### config.mk
export PLATFORM = sky130hd
export DESIGN_NAME = multi_page_shelf_rect_allocator
export DESIGN_NICKNAME = d
export VERILOG_FILES = /design/src/hw/rtl/mpsra_pkg.sv /design/src/hw/rtl/mpsra_cell.sv /design/src/hw/rtl/multi_page_shelf_rect_allocator.sv
export SDC_FILE = /design/constraint.sdc
export NUM_CORES = 2
export LEC_CHECK = 0
export ABC_AREA = 0
export ABC_CLOCK_PERIOD_IN_PS = 7240
export BUFFER_PORTS_ARGS = -buffer_cell sky130_fd_sc_hd__clkbuf_2
export CAP_MARGIN = 10
export CELL_PAD_IN_SITES_DETAIL_PLACEMENT = 0
export CELL_PAD_IN_SITES_GLOBAL_PLACEMENT = 1
export CORE_AREA = 5 5 352 354
export CTS_BUF_LIST = sky130_fd_sc_hd__clkbuf_8
export CTS_CLUSTER_SIZE = 40
export DETAILED_ROUTE_END_ITERATION = 8
export DIE_AREA = 0 0 357 359
export PLACE_DENSITY_LB_ADDON = 0.1
export SYNTH_ARGS = -nofsm -noshare
export SYNTH_HDL_FRONTEND = slang
export SYNTH_HIERARCHICAL = 1
export SYNTH_SLANG_ARGS = --single-unit
### constraint.sdc
create_clock -name clock -period 7.24 [get_ports clock]
set_input_delay 1.086 -clock clock [delete_from_list [all_inputs] [get_ports clock]]
set_output_delay 1.086 -clock clock [all_outputs]
set_load 0.02 [all_outputs]
### src/hw/rtl/mpsra_pkg.sv
package mpsra_pkg;

   // Widest padded dimension a page can hold (PAGE_SIZE up to 4096).
   localparam int DIM_W = 13;
   // Widest page number carried along the chain (up to 64 pages).
   localparam int PAGE_W = 6;
   // Width of a requested dimension and of the padded sum before the size check.
   localparam int RECT_W = 11;
   localparam int PSUM_W = 12;
   // Widths of the result fields.
   localparam int POS_W = 10;
   localparam int PIDX_W = 3;
   localparam int TOTAL_W = 24;

   // Result status codes.
   localparam logic [1:0] STATUS_PLACED = 2'd0;
   localparam logic [1:0] STATUS_EMPTY = 2'd1;
   localparam logic [1:0] STATUS_TOO_BIG = 2'd2;
   localparam logic [1:0] STATUS_FULL = 2'd3;

   // Controller states.
   typedef enum logic [1:0] {
      ST_IDLE,
      ST_CHECK,
      ST_RUN,
      ST_HOLD
   } state_type;

   // Request token that walks the row of page cells.
   typedef struct packed {
      logic              valid;
      logic              done;
      logic [DIM_W-1:0]  pw;
      logic [DIM_W-1:0]  ph;
      logic [PAGE_W-1:0] page;
      logic [POS_W-1:0]  px;
      logic [POS_W-1:0]  py;
   } token_type;

endpackage

### src/hw/rtl/mpsra_cell.sv
module mpsra_cell #(
   parameter int PAGE_SIZE = 1024,
   parameter int INDEX = 0
) (
   input  logic                  clock,
   input  logic                  reset,
   input  logic [3:0]            pad,
   input  mpsra_pkg::token_type  tok_in,
   output mpsra_pkg::token_type  tok_out
);

   localparam int CW = $clog2(PAGE_SIZE + 1);
   localparam int XW = (CW + 1 > mpsra_pkg::POS_W) ? CW + 1 : mpsra_pkg::POS_W;
   localparam int PGW = mpsra_pkg::PAGE_W;
   localparam logic [CW:0] LIMIT = (CW + 1)'(PAGE_SIZE);

   logic [CW-1:0] cursor_ff, cursor_in;
   logic [CW-1:0] top_ff, top_in;
   logic [CW-1:0] tall_ff, tall_in;
   mpsra_pkg::token_type tok_ff, tok_in_next;

   logic          attempt;
   logic [CW-1:0] pw_c, ph_c;
   logic          shelf_ok, page_ok;
   logic [CW-1:0] cur0, top0, tall0;
   logic [XW-1:0] px_sum, py_sum;

   // Page attempt: close the shelf if the item runs past the right edge,
   // then check whether its height fits from the top of the current shelf.
   always_comb begin
      attempt = tok_in.valid && !tok_in.done;
      pw_c = tok_in.pw[CW-1:0];
      ph_c = tok_in.ph[CW-1:0];
      shelf_ok = ({1'b0, cursor_ff} + {1'b0, pw_c}) <= LIMIT;
      cur0 = shelf_ok ? cursor_ff : '0;
      top0 = shelf_ok ? top_ff : CW'({1'b0, top_ff} + {1'b0, tall_ff});
      tall0 = shelf_ok ? tall_ff : '0;
      page_ok = ({1'b0, top0} + {1'b0, ph_c}) <= LIMIT;
      px_sum = XW'(cur0) + XW'(pad);
      py_sum = XW'(top0) + XW'(pad);
   end

   // Next page state and outgoing token.
   always_comb begin
      cursor_in = cursor_ff;
      top_in = top_ff;
      tall_in = tall_ff;
      tok_in_next = tok_in;
      if (attempt) begin
         top_in = top0;
         cursor_in = page_ok ? CW'({1'b0, cur0} + {1'b0, pw_c}) : cur0;
         tall_in = (page_ok && (ph_c > tall0)) ? ph_c : tall0;
         if (page_ok) begin
            tok_in_next.done = 1'b1;
            tok_in_next.page = PGW'(INDEX);
            tok_in_next.px = px_sum[mpsra_pkg::POS_W-1:0];
            tok_in_next.py = py_sum[mpsra_pkg::POS_W-1:0];
         end
      end
   end

   always_ff @(posedge clock) begin
      if (reset) begin
         cursor_ff <= '0;
         top_ff <= '0;
         tall_ff <= '0;
         tok_ff <= '0;
      end else begin
         cursor_ff <= cursor_in;
         top_ff <= top_in;
         tall_ff <= tall_in;
         tok_ff <= tok_in_next;
      end
   end

   assign tok_out = tok_ff;

endmodule

### src/hw/rtl/multi_page_shelf_rect_allocator.sv
// Shelf-packing rectangle allocator over up to MAX_PAGES square pages of
// PAGE_SIZE pixels. Each request item carries a width and height; the block
// grows it by edge_padding on every side, tries the open pages first-fit in
// index order and opens a new page when none fits. Each page is one cell in
// a row; the request walks the row one cell per cycle, and the controller
// registers the result when the token leaves the last cell. An empty or
// oversized request is answered from the check state without entering the
// row. One request is in progress at a time; a finished result sits in the
// output register while the next request is taken. The user must write the
// padding register on the csr port only while the block is idle; the block
// itself does not enforce it.
module multi_page_shelf_rect_allocator #(
   parameter int PAGE_SIZE = 1024,
   parameter int MAX_PAGES = 8
) (
   input  logic        clock,
   input  logic        reset,
   input  logic        req_tvalid,
   output logic        req_tready,
   // rect_width [10:0], rect_height [21:11], zero [23:22]
   input  logic [23:0] req_tdata,
   output logic        rsp_tvalid,
   input  logic        rsp_tready,
   // page_index [2:0], place_x [12:3], place_y [22:13],
   // total_used_area [46:23], zero [47]
   output logic [47:0] rsp_tdata,
   // status [1:0]
   output logic [1:0]  rsp_tuser,
   input  logic        csr_tvalid,
   output logic        csr_tready,
   // edge_padding [3:0], zero [7:4]
   input  logic [7:0]  csr_tdata
);

   localparam int DW = mpsra_pkg::DIM_W;
   localparam int RW = mpsra_pkg::RECT_W;
   localparam int SW = mpsra_pkg::PSUM_W;
   localparam int TW = mpsra_pkg::TOTAL_W;
   localparam logic [SW:0] LIMIT = (SW + 1)'(PAGE_SIZE);

   mpsra_pkg::state_type state_ff, state_in;

   logic [3:0]    pad_ff;
   logic [RW-1:0] width_ff, height_ff;
   logic [DW-1:0] pw_ff, ph_ff;
   logic [2*DW-1:0] area_ff;
   logic [TW-1:0] total_ff;
   mpsra_pkg::token_type inject_ff, inject_in;

   logic [1:0]    res_status_ff;
   logic [mpsra_pkg::PIDX_W-1:0] res_page_ff;
   logic [mpsra_pkg::POS_W-1:0]  res_x_ff, res_y_ff;

   logic          rsp_valid_ff;
   logic [47:0]   rsp_data_ff;
   logic [1:0]    rsp_user_ff;

   logic [SW-1:0] pw_sum, ph_sum;
   logic          empty, too_big;
   logic          launch, finish, deliver;

   mpsra_pkg::token_type tok_link [MAX_PAGES+1];
   mpsra_pkg::token_type chain_end;

   // Padded size and the early checks.
   always_comb begin
      pw_sum = SW'(width_ff) + SW'({pad_ff, 1'b0});
      ph_sum = SW'(height_ff) + SW'({pad_ff, 1'b0});
      empty = (width_ff == '0) || (height_ff == '0);
      too_big = ({1'b0, pw_sum} > LIMIT) || ({1'b0, ph_sum} > LIMIT);
   end

   assign chain_end = tok_link[MAX_PAGES];

   // Next state.
   always_comb begin
      state_in = state_ff;
      case (state_ff)
         mpsra_pkg::ST_IDLE: begin
            if (req_tvalid) state_in = mpsra_pkg::ST_CHECK;
         end
         mpsra_pkg::ST_CHECK: begin
            state_in = (empty || too_big) ? mpsra_pkg::ST_HOLD : mpsra_pkg::ST_RUN;
         end
         mpsra_pkg::ST_RUN: begin
            if (chain_end.valid) state_in = mpsra_pkg::ST_HOLD;
         end
         mpsra_pkg::ST_HOLD: begin
            if (!rsp_valid_ff || rsp_tready) state_in = mpsra_pkg::ST_IDLE;
         end
         default: state_in = mpsra_pkg::ST_IDLE;
      endcase
   end

   // Controller outputs.
   always_comb begin
      req_tready = 1'b0;
      launch = 1'b0;
      finish = 1'b0;
      deliver = 1'b0;
      case (state_ff)
         mpsra_pkg::ST_IDLE: req_tready = 1'b1;
         mpsra_pkg::ST_CHECK: launch = !empty && !too_big;
         mpsra_pkg::ST_RUN: finish = chain_end.valid;
         mpsra_pkg::ST_HOLD: deliver = !rsp_valid_ff || rsp_tready;
         default: req_tready = 1'b0;
      endcase
   end

   // Token sent into the first page cell.
   always_comb begin
      inject_in = '0;
      inject_in.valid = launch;
      inject_in.pw = DW'(pw_sum);
      inject_in.ph = DW'(ph_sum);
   end

   always_ff @(posedge clock) begin
      if (reset) begin
         state_ff <= mpsra_pkg::ST_IDLE;
         pad_ff <= 4'd1;
         inject_ff <= '0;
         total_ff <= '0;
         rsp_valid_ff <= 1'b0;
      end else begin
         state_ff <= state_in;
         if (csr_tvalid) pad_ff <= csr_tdata[3:0];
         inject_ff <= inject_in;
         if (finish && chain_end.done) total_ff <= total_ff + area_ff[TW-1:0];
         if (deliver) begin
            rsp_valid_ff <= 1'b1;
         end else if (rsp_tready) begin
            rsp_valid_ff <= 1'b0;
         end
      end
   end

   // Payload registers.
   always_ff @(posedge clock) begin
      if (req_tvalid && req_tready) begin
         width_ff <= req_tdata[RW-1:0];
         height_ff <= req_tdata[2*RW-1:RW];
      end
      if (state_ff == mpsra_pkg::ST_CHECK) begin
         pw_ff <= DW'(pw_sum);
         ph_ff <= DW'(ph_sum);
         res_status_ff <= empty ? mpsra_pkg::STATUS_EMPTY : mpsra_pkg::STATUS_TOO_BIG;
         res_page_ff <= '0;
         res_x_ff <= '0;
         res_y_ff <= '0;
      end
      area_ff <= pw_ff * ph_ff;
      if (finish) begin
         res_status_ff <= chain_end.done ? mpsra_pkg::STATUS_PLACED
                                         : mpsra_pkg::STATUS_FULL;
         res_page_ff <= chain_end.page[mpsra_pkg::PIDX_W-1:0];
         res_x_ff <= chain_end.px;
         res_y_ff <= chain_end.py;
      end
      if (deliver) begin
         rsp_data_ff <= {1'b0, total_ff, res_y_ff, res_x_ff, res_page_ff};
         rsp_user_ff <= res_status_ff;
      end
   end

   // Row of page cells.
   assign tok_link[0] = inject_ff;

   for (genvar gi = 0; gi < MAX_PAGES; gi++) begin : g_page
      mpsra_cell #(
         .PAGE_SIZE(PAGE_SIZE),
         .INDEX(gi)
      ) u_cell (
         .clock(clock),
         .reset(reset),
         .pad(pad_ff),
         .tok_in(tok_link[gi]),
         .tok_out(tok_link[gi+1])
      );
   end

   assign csr_tready = 1'b1;
   assign rsp_tvalid = rsp_valid_ff;
   assign rsp_tdata = rsp_data_ff;
   assign rsp_tuser = rsp_user_ff;

endmodule

==> impl_metrics.toml <==
[run_status]
status = "complete, no violations"

[detailed_routing]
drtAntennaViolNets = 0
drt_iter0_markers = 2937
drt-met1-wl_um = 73300
top_layer_used = "met4"
first_pass_iters = 5
num_vias = 46810
drc = 0
wire_per_inst_um = 18.76
drt_wl_total_um = 156900
met2_length_um = 72100
met3WireLength_um = 6110
via_per_inst = 5.597

[floorplan]
die_y_um = 359
ios = 90
rows = 128
die_area_um2 = 128200
core_um2 = 120800
start_util_pct = 47.67
die_w_um = 357

[synthesis]
syn_inst = 6525
syn_area_um2 = 57570
synth_warnings = 6
syn_area_per_cell_um2 = 8.823

[global_route]
grt_antenna_before_repair = 4
grt_start_max_net_pins = 180
grt_use_total_pct = 23.95
grt_pass1_vias = 45430
grt_overflow_total = 0
grt_pass1_wl_um = 248800

[timing]
rsz0062_at_grt = "false"
finClkSkew_ps = 43.06
fin_crit_sh_pct = 91.04
layout_min_cycle_time_ps = 6592
maxSlewViolCount = 0
setup_viol = 0
worstMarginPinSlew_ps = 1200
slew_headroom_pct = 19.99
finalSetupTns_ps = 0
whs_ps = 356.2
hold_viol_final = 0
clock.fmax_mhz = 151.7

[job]
drv_cap = 0

[clock_tree]
post_cts_buffers = 0
cts_tree = "yes"
cts_buffers = 156
cts_resized = 0
clk_pin_slew_worst_paths_ps = 70
htreeDepth = 4
cts_buffer_depth = 3
holdBufCountCts = 0
clockRootBuffer = "clkbuf_8"
worstSkewPairLatency_ps = 890
cts.sinks = 816

[critical_path]
arrival_ps = 7330
cp-start-kind = "register"
crit_chain = "ha_1 -> fa_1 -> xor2_1 -> nor3_1 -> nand3_1 -> nor4_1 -> o311ai_1 -> a311o_1 -> a211oi_4 -> mux2i_1 -> inv_1 -> ha_1 -> a211oi_1 -> nor2_1 -> o41ai_1 -> mux2i_1 -> nand4_1 -> o311ai_1 -> nand3_1 -> o21ai_0 -> a21oi_1 -> a22o_1"
worstPathRequired_ps = 7980
critPathSlowestCell = "a211oi_4"
worstSetupEndpointType = "register"
path_buf_inv = 1
crit_family = "compound AO/OA/AOI/OAI gates"
critPathKind = "register to register"
crit_path_max_incr_delay_ps = 570
worst-path-max-fanout = 11

[power]
power.leakage_uw = 0.02774
vdd_drop_max_v = 0.001260
p_per_area_nw_per_um2 = 320.8

[finish]
drive_above_1_share_pct = 8.772
final_nets = 7383
ff_latch_area_um2 = 17540
multi_input_area_um2 = 37460
nFillCells = 11560
area_growth_pct = 9.321

[placement]
gp_congestion = 0.8739
place.port_buffers = 81
post-dp-hpwl_um = 118800

[min_path]
hp-class = "input port to register"
flip-flops by register name, indices dropped and copies added, names as in the netlist:
name                     cells
g_page.u_cell/top_ff        88
total_ff                    24
inject_ff                   23
res_x_ff                    10
state_ff                     2
g_page.u_cell/tok_out      354
rsp_tuser                    2
area_ff                     24
height_ff                   11
ph_ff                       12
res_page_ff                  3
pw_ff                       12
g_page.u_cell/tall_ff       88
g_page.u_cell/cursor_ff     88
rsp_tdata                   47
res_status_ff                2
pad_ff                       4
res_y_ff                    10
width_ff                    11
rsp_tvalid                   1
area by class of cell:
class / count / share of cell area [%]
flip-flops and latches: 816 / 27.87
repair buffers: 161 / 1.674
well taps: 1625 / 3.231
clock inverters: 108 / 1.412
diodes: 1 / 0.003976
clock buffers: 177 / 3.871
inverters: 406 / 2.421
multi-input cells: 5069 / 59.52
metal layers:
metal,track usage (%),up-vias
met2,39.07,940
met4,8.476,0
li1,-,23450
met3,3.369,297
met5,0,-
met1,32.49,22130
layout by cell type (no fill, tap or decap), drive strengths merged, types with 79 or more instances in the layout:
master / n
buf: 81
and2: 155
xor2: 121
o21ai: 229
o211ai: 87
dfxtp: 696
nand3: 236
fa: 151
nand2b: 83
inv: 453
nand2: 618
and3: 79
mux2i: 127
nor2b: 220
clkbuf: 257
a21o: 146
ha: 585
a211oi: 99
xnor2: 241
nor2: 437
edfxtp: 120
a21oi: 513
report_power, final:
group	total, uW	switching [uW]	leakage, uW	internal, uW
Clock	4870	2170	0.00185	2700
Combinational	9860	5610	0.0191	4250
Sequential	5460	359	0.00676	5100
worst paths after layout:
| check | startpoint | end | slack, ps | cells past startpoint |
|---|---|---|---|---|
| min | req_tdata[6] | width_ff[6]$_DFFE_PP_ | 360 | 1 |
| max reg2reg | g_page[3].u_cell/tok_out[39]$_SDFF_PP0_ | g_page[4].u_cell/tall_ff[7]$_SDFFE_PP0P_ | 650 | 22 |
| max | g_page[3].u_cell/tok_out[39]$_SDFF_PP0_ | g_page[4].u_cell/tall_ff[7]$_SDFFE_PP0P_ | 650 | 22 |
| min reg2reg | res_status_ff[0]$_DFFE_PP_ | rsp_tuser[0]$_DFFE_PP_ | 420 | 0 |
per-stage QoR:
step | instances | setup WS, ps | cell area [um^2] | util, % | power (uW)
2_1_floorplan | 6551 | 1277 | 57670 | - | 13140
3_3_place_gp | 8077 | 759.9 | 59610 | 49.36 | 15280
3_5_place_dp | 8077 | 706.7 | 59610 | 49.36 | 15340
4_1_cts | 8362 | 680.5 | 62930 | 52.12 | 20360
5_1_grt | 8363 | 188.5 | 62940 | 52.12 | 22010
6_report | 8363 | 648.4 | 62940 | 52.12 | 20190
Power figures use the tool's default switching activity.
